File: config.mk
export PLATFORM = sky130hd
export DESIGN_NAME = pid_controller_integral_clamp
export DESIGN_NICKNAME = d
export VERILOG_FILES = /design/src/hw/rtl/pci_pkg.sv /design/src/hw/rtl/pci_mul.sv /design/src/hw/rtl/pci_div.sv /design/src/hw/rtl/pid_controller_integral_clamp.sv
export SDC_FILE = /design/constraint.sdc
export NUM_CORES = 2
export LEC_CHECK = 0
export ABC_CLOCK_PERIOD_IN_PS = 13300
export BUFFER_PORTS_ARGS = -buffer_cell sky130_fd_sc_hd__buf_2
export CORE_MARGIN = 8
export CORE_UTILIZATION = 60
export DETAILED_ROUTE_END_ITERATION = 8
export GPL_TIMING_DRIVEN = 0
export PLACE_DENSITY_LB_ADDON = 0.12
export SLEW_MARGIN = 5
export SYNTH_ARGS = -nofsm -noshare
export SYNTH_HDL_FRONTEND = slang
export SYNTH_HIERARCHICAL = 1
export SYNTH_SLANG_ARGS = --single-unit
File: constraint.sdc
create_clock -name clk -period 13.3 [get_ports clk]
set_input_delay 1.995 -clock clk [delete_from_list [all_inputs] [get_ports clk]]
set_output_delay 1.995 -clock clk [all_outputs]
set_load 0.02 [all_outputs]
File: src/hw/rtl/pci_pkg.sv
// ----------------------------------------------------------------------------
// pci_pkg
// Shared types, constants and helpers of the PID controller with integral clamp.
// ----------------------------------------------------------------------------
package pci_pkg;

    localparam int PCI_FRAC_BITS = 16;

    // serial multiplier: A operand width, B operand width, product width
    localparam int MUL_A_W  = 64;
    localparam int MUL_B_W  = 33;
    localparam int PROD_W   = MUL_A_W + MUL_B_W;
    localparam int DIVSR_W  = 32;

    localparam logic [DIVSR_W-1:0] MS_PER_S = 32'd1000;

    typedef enum logic [1:0] {
        CFG_GAIN_P  = 2'd0,
        CFG_GAIN_I  = 2'd1,
        CFG_GAIN_D  = 2'd2,
        CFG_I_CAP   = 2'd3
    } cfg_idx_t;

    typedef enum logic [3:0] {
        S_IDLE,
        S_PMUL,
        S_IMUL1,
        S_IMUL2,
        S_IDIV,
        S_DMUL1,
        S_DMUL2,
        S_DDIV,
        S_FINISH
    } pci_state_t;

    // saturate a sign/magnitude value to 32-bit signed
    function automatic logic signed [31:0] sm_sat(input logic neg, input logic [PROD_W-1:0] mag);
        logic big;
        big = |mag[PROD_W-1:31];
        if (neg)
            sm_sat = big ? 32'sh8000_0000 : $signed(-mag[31:0]);
        else
            sm_sat = big ? 32'sh7FFF_FFFF : $signed(mag[31:0]);
    endfunction

    function automatic logic [31:0] abs32(input logic signed [31:0] v);
        abs32 = v[31] ? (~v + 32'd1) : v;
    endfunction

    // saturate a 34-bit signed sum to 32 bits
    function automatic logic signed [31:0] sat34(input logic signed [33:0] v);
        if (v > 34'sh0_7FFF_FFFF)
            sat34 = 32'sh7FFF_FFFF;
        else if (v < -34'sh0_8000_0000)
            sat34 = 32'sh8000_0000;
        else
            sat34 = v[31:0];
    endfunction

endpackage

File: src/hw/rtl/pci_mul.sv
// ----------------------------------------------------------------------------
// pci_mul
// Bit-serial shift-add multiplier, one multiplier bit per cycle.
// ----------------------------------------------------------------------------
module pci_mul
    import pci_pkg::*;
(
    input  logic                 clk,
    input  logic                 rst_n,
    input  logic                 start,
    input  logic [MUL_A_W-1:0]   a,
    input  logic [MUL_B_W-1:0]   b,
    output logic                 done,
    output logic [PROD_W-1:0]    prod
);

    localparam int CNT_W = $clog2(MUL_B_W);

    logic [MUL_A_W-1:0] a_reg;
    logic [MUL_A_W-1:0] hi_reg, hi_next;
    logic [MUL_B_W-1:0] lo_reg, lo_next;
    logic [CNT_W-1:0]   cnt_reg;
    logic               busy_reg;
    logic               done_reg;
    logic [MUL_A_W:0]   sum;

    always_comb
    begin
        sum = lo_reg[0] ? ({1'b0, hi_reg} + {1'b0, a_reg}) : {1'b0, hi_reg};
        hi_next = sum[MUL_A_W:1];
        lo_next = {sum[0], lo_reg[MUL_B_W-1:1]};
    end

    always_ff @(posedge clk or negedge rst_n)
    begin
        if (!rst_n)
        begin
            busy_reg <= 1'b0;
            done_reg <= 1'b0;
            cnt_reg  <= '0;
        end
        else
        begin
            done_reg <= 1'b0;
            if (start)
            begin
                busy_reg <= 1'b1;
                cnt_reg  <= '0;
            end
            else if (busy_reg)
            begin
                cnt_reg <= cnt_reg + 1'b1;
                if (cnt_reg == CNT_W'(MUL_B_W - 1))
                begin
                    busy_reg <= 1'b0;
                    done_reg <= 1'b1;
                end
            end
        end
    end

    always_ff @(posedge clk)
    begin
        if (start)
        begin
            a_reg  <= a;
            hi_reg <= '0;
            lo_reg <= b;
        end
        else if (busy_reg)
        begin
            hi_reg <= hi_next;
            lo_reg <= lo_next;
        end
    end

    assign done = done_reg;
    assign prod = {hi_reg, lo_reg};

endmodule

File: src/hw/rtl/pci_div.sv
// ----------------------------------------------------------------------------
// pci_div
// Restoring divider, one quotient bit per cycle, truncating.
// ----------------------------------------------------------------------------
module pci_div
    import pci_pkg::*;
(
    input  logic                 clk,
    input  logic                 rst_n,
    input  logic                 start,
    input  logic [PROD_W-1:0]    dividend,
    input  logic [DIVSR_W-1:0]   divisor,
    output logic                 done,
    output logic [PROD_W-1:0]    quotient
);

    localparam int CNT_W = $clog2(PROD_W);

    logic [DIVSR_W-1:0] dvs_reg;
    logic [DIVSR_W-1:0] rem_reg, rem_next;
    logic [PROD_W-1:0]  q_reg;
    logic [CNT_W-1:0]   cnt_reg;
    logic               busy_reg;
    logic               done_reg;
    logic [DIVSR_W:0]   trial;
    logic               qbit;

    always_comb
    begin
        trial = {rem_reg, q_reg[PROD_W-1]};
        qbit  = (trial >= {1'b0, dvs_reg});
        rem_next = qbit ? DIVSR_W'(trial - {1'b0, dvs_reg}) : trial[DIVSR_W-1:0];
    end

    always_ff @(posedge clk or negedge rst_n)
    begin
        if (!rst_n)
        begin
            busy_reg <= 1'b0;
            done_reg <= 1'b0;
            cnt_reg  <= '0;
        end
        else
        begin
            done_reg <= 1'b0;
            if (start)
            begin
                busy_reg <= 1'b1;
                cnt_reg  <= '0;
            end
            else if (busy_reg)
            begin
                cnt_reg <= cnt_reg + 1'b1;
                if (cnt_reg == CNT_W'(PROD_W - 1))
                begin
                    busy_reg <= 1'b0;
                    done_reg <= 1'b1;
                end
            end
        end
    end

    always_ff @(posedge clk)
    begin
        if (start)
        begin
            dvs_reg <= divisor;
            rem_reg <= '0;
            q_reg   <= dividend;
        end
        else if (busy_reg)
        begin
            rem_reg <= rem_next;
            q_reg   <= {q_reg[PROD_W-2:0], qbit};
        end
    end

    assign done     = done_reg;
    assign quotient = q_reg;

endmodule

File: src/hw/rtl/pid_controller_integral_clamp.sv
// One item at a time. Each item takes five bit-serial multiplies and two
// bit-serial divides, run in turn on shared units.
// A new item is taken while the previous result waits in the output register.
// Reset: asynchronous, clears gains, cap, integral, last error and last time.
// ----------------------------------------------------------------------------
// pid_controller_integral_clamp
// PID controller in signed fixed point with a clamped integral term.
// ----------------------------------------------------------------------------
module pid_controller_integral_clamp
    import pci_pkg::*;
#(
    parameter int FRAC_BITS = PCI_FRAC_BITS
)
(
    input  logic               clk,
    input  logic               rst_n,
    input  logic               in_valid,
    output logic               in_ready,
    input  logic signed [31:0] measured,
    input  logic signed [31:0] target,
    input  logic [31:0]        now_ms,
    output logic               out_valid,
    input  logic               out_ready,
    output logic signed [31:0] drive,
    output logic signed [31:0] error_out,
    output logic signed [31:0] integral_out,
    input  logic               cfg_valid,
    output logic               cfg_ready,
    input  logic [1:0]         cfg_index,
    input  logic [31:0]        cfg_data
);

    pci_state_t state_reg, state_next;
    logic go_reg;

    logic signed [31:0] gain_p_reg, gain_i_reg, gain_d_reg;
    logic [30:0]        cap_reg;
    logic signed [31:0] acc_reg, last_err_reg;
    logic [31:0]        last_time_reg;

    logic signed [31:0] err_reg;
    logic [MUL_B_W-1:0] diff_mag_reg;
    logic               diff_neg_reg;
    logic [31:0]        dt_reg, now_reg;
    logic signed [31:0] p_reg, inc_reg, d_reg;
    logic [MUL_A_W-1:0] x_mag_reg;
    logic               x_neg_reg;

    logic               out_valid_reg;
    logic signed [31:0] drive_reg, err_out_reg, integ_out_reg;

    logic               mul_start, mul_done, div_start, div_done;
    logic [MUL_A_W-1:0] mul_a;
    logic [MUL_B_W-1:0] mul_b;
    logic [PROD_W-1:0]  mul_prod, div_quo;
    logic [PROD_W-1:0]  prod_scaled;
    logic [DIVSR_W-1:0] div_dvs;

    logic               accept, finish_fire;
    logic signed [32:0] err_wide, diff_wide;
    logic signed [31:0] err_sat;
    logic [31:0]        dt_raw;
    logic signed [31:0] acc_new;
    logic signed [32:0] cap_s;

    assign accept    = in_valid && in_ready;
    assign cfg_ready = 1'b1;
    assign finish_fire = (state_reg == S_FINISH) && (!out_valid_reg || out_ready);

    // ---- input stage ----
    always_comb
    begin
        err_wide = {target[31], target} - {measured[31], measured};
        if (err_wide > 33'sh0_7FFF_FFFF)
            err_sat = 32'sh7FFF_FFFF;
        else if (err_wide < -33'sh0_8000_0000)
            err_sat = 32'sh8000_0000;
        else
            err_sat = err_wide[31:0];
        diff_wide = {last_err_reg[31], last_err_reg} - {err_sat[31], err_sat};
        dt_raw = now_ms - last_time_reg;
    end

    // ---- state machine ----
    always_comb
    begin
        state_next = state_reg;
        case (state_reg)
            S_IDLE:   if (accept) state_next = S_PMUL;
            S_PMUL:   if (mul_done) state_next = S_IMUL1;
            S_IMUL1:  if (mul_done) state_next = S_IMUL2;
            S_IMUL2:  if (mul_done) state_next = S_IDIV;
            S_IDIV:   if (div_done) state_next = S_DMUL1;
            S_DMUL1:  if (mul_done) state_next = S_DMUL2;
            S_DMUL2:  if (mul_done) state_next = S_DDIV;
            S_DDIV:   if (div_done) state_next = S_FINISH;
            S_FINISH: if (finish_fire) state_next = S_IDLE;
            default:  state_next = S_IDLE;
        endcase
    end

    always_comb
    begin
        in_ready  = (state_reg == S_IDLE);
        mul_start = go_reg && (state_reg == S_PMUL || state_reg == S_IMUL1 ||
                    state_reg == S_IMUL2 || state_reg == S_DMUL1 || state_reg == S_DMUL2);
        div_start = go_reg && (state_reg == S_IDIV || state_reg == S_DDIV);
    end

    always_ff @(posedge clk or negedge rst_n)
    begin
        if (!rst_n)
        begin
            state_reg <= S_IDLE;
            go_reg    <= 1'b0;
        end
        else
        begin
            state_reg <= state_next;
            go_reg    <= (state_next != state_reg);
        end
    end

    // ---- operand selection ----
    always_comb
    begin
        mul_a = '0;
        mul_b = '0;
        case (state_reg)
            S_PMUL:
            begin
                mul_a = MUL_A_W'(abs32(gain_p_reg));
                mul_b = MUL_B_W'(abs32(err_reg));
            end
            S_IMUL1:
            begin
                mul_a = MUL_A_W'(abs32(gain_i_reg));
                mul_b = MUL_B_W'(abs32(err_reg));
            end
            S_IMUL2:
            begin
                mul_a = x_mag_reg;
                mul_b = MUL_B_W'(dt_reg);
            end
            S_DMUL1:
            begin
                mul_a = MUL_A_W'(abs32(gain_d_reg));
                mul_b = diff_mag_reg;
            end
            S_DMUL2:
            begin
                mul_a = x_mag_reg;
                mul_b = MUL_B_W'(MS_PER_S);
            end
            default:
            begin
                mul_a = '0;
                mul_b = '0;
            end
        endcase
        div_dvs = (state_reg == S_DDIV) ? dt_reg : MS_PER_S;
        prod_scaled = mul_prod >> FRAC_BITS;
    end

    pci_mul u_mul (
        .clk   (clk),
        .rst_n (rst_n),
        .start (mul_start),
        .a     (mul_a),
        .b     (mul_b),
        .done  (mul_done),
        .prod  (mul_prod)
    );

    pci_div u_div (
        .clk      (clk),
        .rst_n    (rst_n),
        .start    (div_start),
        .dividend (mul_prod),
        .divisor  (div_dvs),
        .done     (div_done),
        .quotient (div_quo)
    );

    // ---- final combine ----
    always_comb
    begin
        cap_s   = $signed({2'b00, cap_reg});
        acc_new = sat34({{2{acc_reg[31]}}, acc_reg} + {{2{inc_reg[31]}}, inc_reg});
        if (gain_i_reg == 32'sd0)
            acc_new = 32'sd0;
        if ($signed({acc_new[31], acc_new}) > cap_s)
            acc_new = $signed({1'b0, cap_reg});
        else if ($signed({acc_new[31], acc_new}) < -cap_s)
            acc_new = 32'(-cap_s);
    end

    // ---- datapath registers ----
    always_ff @(posedge clk)
    begin
        if (accept)
        begin
            err_reg      <= err_sat;
            diff_neg_reg <= diff_wide[32];
            diff_mag_reg <= diff_wide[32] ? MUL_B_W'(-diff_wide) : MUL_B_W'(diff_wide);
            dt_reg       <= (dt_raw == 32'd0) ? 32'd1 : dt_raw;
            now_reg      <= now_ms;
        end
        if (mul_done)
        begin
            case (state_reg)
                S_PMUL:  p_reg <= sm_sat(gain_p_reg[31] ^ err_reg[31], prod_scaled);
                S_IMUL1:
                begin
                    x_mag_reg <= prod_scaled[MUL_A_W-1:0];
                    x_neg_reg <= gain_i_reg[31] ^ err_reg[31];
                end
                S_DMUL1:
                begin
                    x_mag_reg <= prod_scaled[MUL_A_W-1:0];
                    x_neg_reg <= gain_d_reg[31] ^ diff_neg_reg;
                end
                default: ;
            endcase
        end
        if (div_done)
        begin
            if (state_reg == S_IDIV)
                inc_reg <= sm_sat(x_neg_reg, div_quo);
            else
                d_reg <= sm_sat(x_neg_reg, div_quo);
        end
        if (finish_fire)
        begin
            drive_reg     <= sat34({{2{p_reg[31]}}, p_reg} + {{2{acc_new[31]}}, acc_new}
                                   + {{2{d_reg[31]}}, d_reg});
            err_out_reg   <= err_reg;
            integ_out_reg <= acc_new;
        end
    end

    // ---- control state, configuration and output handshake ----
    always_ff @(posedge clk or negedge rst_n)
    begin
        if (!rst_n)
        begin
            gain_p_reg    <= '0;
            gain_i_reg    <= '0;
            gain_d_reg    <= '0;
            cap_reg       <= '0;
            acc_reg       <= '0;
            last_err_reg  <= '0;
            last_time_reg <= '0;
            out_valid_reg <= 1'b0;
        end
        else
        begin
            if (cfg_valid)
            begin
                case (cfg_index)
                    CFG_GAIN_P: gain_p_reg <= cfg_data;
                    CFG_GAIN_I: gain_i_reg <= cfg_data;
                    CFG_GAIN_D: gain_d_reg <= cfg_data;
                    CFG_I_CAP:  cap_reg    <= cfg_data[30:0];
                    default: ;
                endcase
            end
            if (finish_fire)
            begin
                acc_reg       <= acc_new;
                last_err_reg  <= err_reg;
                last_time_reg <= now_reg;
                out_valid_reg <= 1'b1;
            end
            else if (out_ready)
            begin
                out_valid_reg <= 1'b0;
            end
        end
    end

    assign out_valid    = out_valid_reg;
    assign drive        = drive_reg;
    assign error_out    = err_out_reg;
    assign integral_out = integ_out_reg;

`ifndef NO_ASSERTIONS
    a_one_unit: assert property (@(posedge clk) disable iff (!rst_n)
        !(mul_start && div_start))
        else $error("multiplier and divider started together");

    a_start_seq: assert property (@(posedge clk) disable iff (!rst_n)
        accept |=> (state_reg == S_PMUL) && go_reg)
        else $error("accepted item did not launch the P multiply");

    a_cap: assert property (@(posedge clk) disable iff (!rst_n)
        finish_fire |=> ($signed({integral_out[31], integral_out})
                         <= $signed({2'b00, cap_reg}))
                     && ($signed({integral_out[31], integral_out})
                         >= -$signed({2'b00, cap_reg})))
        else $error("integral exceeds cap");
`endif

endmodule
; ---- After elaboration in Yosys (flattened, before gate mapping)
; Index checks and enable logic that the tools add are counted.
[totals]
wordCells = 174
out_inout_bits = 99
reg_bits = 955
input_bits = 135
[classes]
n_reduce_logical = 33
order_cmp = 9
mux = 56
add_sub_neg = 18
n_eq_ne = 14
n_bitwise = 8
[ops]
columns = cell, n
row1 = 32-bit two-way mux, 20
row2 = 64-bit case mux with 4 select lines, 1
row3 = 97-bit two-way mux, 2
row4 = 33-bit case mux with 4 select lines, 1
row5 = 32-bit by 1-bit adder with 32-bit output (second input constant), 4
row6 = 32-bit NOT, 4
row7 = 32-bit by 32-bit adder with 33-bit output, 2
row8 = 33-bit by 32-bit > comparator with 1-bit output (second input constant), 2
row9 = 33-bit by 32-bit < comparator with 1-bit output (second input constant), 2
row10 = 33-bit two-way mux, 2
row11 = 66-bit OR reduction, 1
row12 = 32-bit by 32-bit subtractor with 33-bit output, 2
row13 = 64-bit by 64-bit adder with 65-bit output, 1
row14 = 65-bit two-way mux, 1
row15 = 32-bit logical NOT, 2
row16 = 32-bit negation, 2
row17 = 32-bit subtractor, 2
row18 = 50-bit OR reduction, 1
row19 = 4-bit two-way mux, 9
row20 = 4-bit case mux with 9 select lines, 1
row21 = 33-bit by 32-bit adder with 34-bit output, 1
row22 = 34-bit by 32-bit > comparator with 1-bit output (second input constant), 1
row23 = 34-bit by 32-bit < comparator with 1-bit output (second input constant), 1
row24 = 33-bit by 32-bit greater-or-equal comparator with 1-bit output, 1
row25 = 29 further kinds, 72

; ---- Logic depth before layout (Yosys ltp)
[depth]
ltp_word = 12
ltp_mapped = 44
depth_no_buf = 39

; ---- Cells and area by module
; The synthesis kept the hierarchy.
[by_module_without_submodules]
columns = module, cells_per_inst, instances, seq_area_each_um2, area_each_um2
row1 = pid_controller_integral_clamp, 4016, 1, 17351.6, 40024.6
row2 = pci_mul, 981, 1, 4394.2, 9863.2
row3 = pci_div, 749, 1, 4739.5, 8831.0

; ---- Least setup slack after synthesis
; Ideal clock, no wire load.
[synth_timing]
path_kind = reg2reg
start = reg cap_reg[6]
end = reg drive_reg[10], in the netlist drive[10], data pin
t_arrival_ps = 9307
setup_time_ps = 271
path_stages_with_launch = 39
required_time_ps = 13029
slack_ps = 3722
n_path_buf = 4
path_cell_list = dfrtp_1 or4_1 or4_1 or2_2 or3_1 or4_1 clkbuf_1 nor3_1 nand4_1 nor2_1 xnor2_1 ha_1 a21o_1 a21o_1 a21o_1 a21oi_1 o221ai_1 nor2_1 [3 not listed] buf_1 a21oi_1 o2bb2ai_1 fa_1 fa_1 a21o_1 a21oi_1 nand2b_1 a21oi_1 a311o_1 a211oi_1 o21ai_0 a21o_1 a21oi_1 xnor2_1 o21ai_0 clkbuf_1 o21ai_0
[synth_via]
elab_chain_cells = 8
word_cells_on_any_way = 10
classes_between = add/sub: 3 / order compare: 4 / mux: 3
[synth_rtl]
columns = item, line_no
row1 = "start, declared", pid_controller_integral_clamp.sv:37  ; logic [30:0] cap_reg;
row2 = "start signal, assigned", pid_controller_integral_clamp.sv:264  ; CFG_I_CAP: cap_reg <= cfg_data[30:0];
row3 = 31-bit negation with 33-bit output, pid_controller_integral_clamp.sv:195  ; acc_new = 32'(-cap_s);
row4 = 32-bit by 33-bit < comparator with 1-bit output, pid_controller_integral_clamp.sv:194  ; else if ($signed({acc_new[31], acc_new}) < -cap_s)
row5 = 32-bit two-way mux, pid_controller_integral_clamp.sv:194
row6 = 32-bit two-way mux (*), pid_controller_integral_clamp.sv:192  ; if ($signed({acc_new[31], acc_new}) > cap_s)
row7 = net acc_new[2], pid_controller_integral_clamp.sv:63  ; logic signed [31:0] acc_new;
row8 = 32-bit by 32-bit adder with 33-bit output (*), pid_controller_integral_clamp.sv:235  ; drive_reg <= sat34({{2{p_reg[31]}}, p_reg} + {{2{acc_new[31]}}, acc_new}
row9 = 33-bit by 32-bit adder with 34-bit output (*), pid_controller_integral_clamp.sv:236  ; + {{2{d_reg[31]}}, d_reg});
row10 = 34-bit by 32-bit < comparator with 1-bit output, pci_pkg.sv:54  ; else if (v < -34'sh0_8000_0000)
row11 = 32-bit two-way mux, pci_pkg.sv:54
row12 = "end signal, assigned", pid_controller_integral_clamp.sv:235
row13 = "end, declared", pid_controller_integral_clamp.sv:50  ; logic signed [31:0] drive_reg, err_out_reg, integ_out_reg;
; The timed path passes the listed nets; every way through them passes the cells marked *.
; A chain may end at the register's enable or synchronous reset.

; ---- Worst setup path in the final report
[layout_timing]
start = reg gain_i_reg[0]
end = reg drive_reg[28], in the netlist drive[28], data pin
[layout_via]
elab_chain_cells = 9
word_cells_on_any_way = 11
classes_between = add/sub: 2 / order compare: 4 / mux: 4 / reduce/logical: 1
[layout_rtl]
columns = item, line_no
row1 = "start, declared", pid_controller_integral_clamp.sv:36  ; logic signed [31:0] gain_p_reg, gain_i_reg, gain_d_reg;
row2 = "start signal, assigned", pid_controller_integral_clamp.sv:262  ; CFG_GAIN_I: gain_i_reg <= cfg_data;
row3 = 32-bit logical NOT (*), pid_controller_integral_clamp.sv:190  ; if (gain_i_reg == 32'sd0)
row4 = 32-bit two-way mux (*), pid_controller_integral_clamp.sv:190
row5 = 32-bit by 33-bit < comparator with 1-bit output, pid_controller_integral_clamp.sv:194
row6 = 32-bit two-way mux, pid_controller_integral_clamp.sv:194
row7 = 32-bit two-way mux (*), pid_controller_integral_clamp.sv:192
row8 = net acc_new[2], pid_controller_integral_clamp.sv:63
row9 = 32-bit by 32-bit adder with 33-bit output (*), pid_controller_integral_clamp.sv:235
row10 = 33-bit by 32-bit adder with 34-bit output (*), pid_controller_integral_clamp.sv:236
row11 = 34-bit by 32-bit < comparator with 1-bit output, pci_pkg.sv:54
row12 = 32-bit two-way mux, pci_pkg.sv:54
; Marks and branches as above.

==> results.md <==
- Outcome: finished clean
- Crit Path Category: flop to flop
- Root Buffer: clkbuf_16
- Reg2reg path depth: 40
- Clk Latency, worst-skew pair: 700 ps
- CP Capture Type: flop
- WL/cell: 25.1 um
- Post-Route WL: 187,000 um
- Most common cell after layout, fill and taps aside: edfxtp_1
- Worst slew pin tran: 1410 ps
- Sink Count: 955
- Post-route design area: 65,500 sq um
- Share of cells above drive strength 1: 0.130
- Worst setup margin: 419 ps
- Clock network power share: 0.162
- Chip Width: 329 um
- Synth warnings: 6
- Vias per cell: 6.44
- Pint: 9.73 mW
- Peak supply drop: 0.000337 V
- FP Rows: 114
- Final slew viol count: 0
- Top Ports: 234
- Most used cell, CP: a21oi_1
- Dpl ws: 380 ps
- Pwr per Cell Area: 284 nW/um^2
- #FFs+latches synth: 955
- Worst Path Required: 13,670 ps
- Clk buf depth: 3
- Gpl congestion: 0.970
- P&R area growth vs syn: 11.5%
- Max Clock Skew: 37.1 ps
- Critical Path Start Type: flop
- RSZ-0062 raised after global routing: false
- Via Count: 48,100
- Synth Cell Area: 58,700 sq um
- Met3 GRT Util: 0.0636
- Placed cell count: 7,273
- Antenna Nets Post-Route: 0
- Switching Share: 0.477
- Number of flops mapped to enable cells by yosys: 613
- Endpoints failing hold: 0
- Die footprint: 108,000 sq um
- Total power: 18.6 mW
- Initial Util: 0.606
- Share of flip-flops with an asynchronous set or reset: 0.258
- Global Route Usage Sum: 0.335
- Worst hold path startpoint: now_reg[31]$_DFFE_PP_
- Sequential power share: 0.253
- M2 GR Usage: 0.536
- Vert. Die Dim: 329 um
- Grt peak-use layer: met2
- R2R Path Start: gain_i_reg[0]$_DFFE_PN0P_
- Worst Hold Depth: 2
- Max Clk Rate: 77.6 MHz
- Tmin final: 12,880 ps
- Num CTS Buffers: 100
- Post-layout util: 0.676
- Drt pass-1 iters: 8
- Vias in the first global route: 45,700
- Comb power frac: 0.585
- DRC: 0
- Max incr delay on CP: 580 ps
- Worst-path clk slew: 70 ps
- Non-Filler Instances: 7,463
- Syn Area/Cell: 10.2 sq um
- Syn nets: 6,245
- Hold slack final: 444 ps
- CP arrival: 13,250 ps
- Main flop type after synthesis: edfxtp_1
- Final setup violation count: 0
- Initial antenna violation count: 6
- Cells after synthesis: 5,746
- GRT overflow: 0
- Period utilisation layout: 0.968
- CTS tree: done
- Netlist cell types: 111
- Leak: 25.6 nW
- FF-to-FF End: drive[28]$_SDFFCE_PN1P_
- Fillers: 7,618
- Max-cap violations: 0
- Seq/Total Area, Yosys: 0.451
- Most frequent cells in the layout: edfxtp_1, nand2_1, a21oi_1
- Core area: 96,900 sq um
- Switch Pwr: 8.87 mW
- Worst R2R Setup Slack: 420 ps
- Worst slew margin: 0.0623
- Largest register FFs: 97
- Setup TNS: 0 ps
- Worst Hold End: last_time_reg[31]$_DFFE_PN0P_
- Max FO, Critical Path: 10
- Layout net count: 6,598
- Placed wire-length estimate: 146,000 um
- Pin count of the biggest net entering global routing: 92
- Count of buffers from port buffering: 232
- H-Tree Depth: 3
- Critical path's slowest cell: fa_1
- First-pass GRT wire length: 278,000 um
- Iter 0 DRT Violations: 5,161
- Placed Area: 61,900 sq um
- Met1 usage: 0.453
- Worst min-delay path category: flop to flop
-- power by group through the flow --
stage / clock network [mW] / logic, mW / registers (mW)
floorplan: 0 / 7.25 / 4.43
global placement: 0 / 10.3 / 4.75
detailed placement: 0 / 10.4 / 4.73
CTS: 3.04 / 10.6 / 4.68
global route: 3.15 / 11.7 / 4.73
finish: 3.01 / 10.9 / 4.70
-- what timing repair did --
action	CTS	global route
setup buffers	0	0
resized for setup	0	2
endpoints found under the setup margin	0	31
hold buffers	0	0
-- cell type report --
type | count | area (sq um) | area share
clock inverter | 51 | 671 | 0.0102
sequential | 955 | 26500 | 0.405
inverter | 244 | 918 | 0.0140
clock buffer | 138 | 2860 | 0.0437
tap | 1276 | 1600 | 0.0244
timing repair buffer | 251 | 1540 | 0.0235
multi-input combinational | 4302 | 30400 | 0.465
buffer | 245 | 983 | 0.0150
antenna | 1 | 2.50 | 0.0000382
-- routing by layer --
metal  wire (um)  up-vias  part of all wire
met2       86500     2342              0.46
met5           0        -                 0
met4        7350        0             0.039
met1       76300    23300              0.41
met3       17000      358             0.091
li1            -    22100                 -
-- cells in the mapped netlist (all sizes together) (66+ instances only) --
library cell | number | share of area
xor2 | 179 | 0.027
edfxtp | 613 | 0.31
nand4 | 69 | 0.0075
nand3 | 68 | 0.0058
and2 | 92 | 0.0098
dfrtp | 246 | 0.10
nor3 | 71 | 0.0064
dfxtp | 96 | 0.033
nor4 | 66 | 0.0073
a21oi | 403 | 0.034
nor2 | 389 | 0.025
inv | 243 | 0.016
o21ai | 420 | 0.036
nand2 | 486 | 0.031
ha | 325 | 0.069
xnor2 | 253 | 0.038
a211oi | 66 | 0.0088
a21o | 183 | 0.023
mux2 | 265 | 0.051
clkbuf | 190 | 0.012
-- worst max-delay path by stage --
stage,start,to,slack (ps),depth (start not counted)
after floorplan,cap_reg[6]$_DFFE_PN0P_,drive[10]$_SDFFCE_PN1P_,3720,38
after global placement,state_reg[1]$_DFF_PN0_,u_mul/lo_reg[16]$_DFFE_PP_,320,7
after detailed placement,inc_reg[0]$_DFFE_PP_,drive[28]$_SDFFCE_PN1P_,380,39
after CTS,inc_reg[0]$_DFFE_PP_,drive[28]$_SDFFCE_PN1P_,250,39
after global routing,gain_i_reg[0]$_DFFE_PN0P_,drive[28]$_SDFFCE_PN1P_,90,40
final,gain_i_reg[0]$_DFFE_PN0P_,drive[28]$_SDFFCE_PN1P_,420,40
-- worst max-delay path, delay by kind of cell, from the launching register on --
kind | cells | cell delay [ps]
fa+ha+maj | 4 | 1640
simple gates | 6 | 2360
flops | 1 | 430
compound gates | 21 | 5180
xor+xnor | 1 | 120
buf+inv | 8 | 2780
-- kinds of logic after synthesis --
group | Yosys count | share of synthesized area
compound gates | 1624 | 0.179
simple gates | 1557 | 0.130
flops | 955 | 0.451
buf+inv | 489 | 0.0323
xor+xnor | 432 | 0.0644
fa+ha+maj | 368 | 0.0832
mux | 320 | 0.0602
other cells | 1 | 0.0000639
Power figures use the tool's default switching activity.
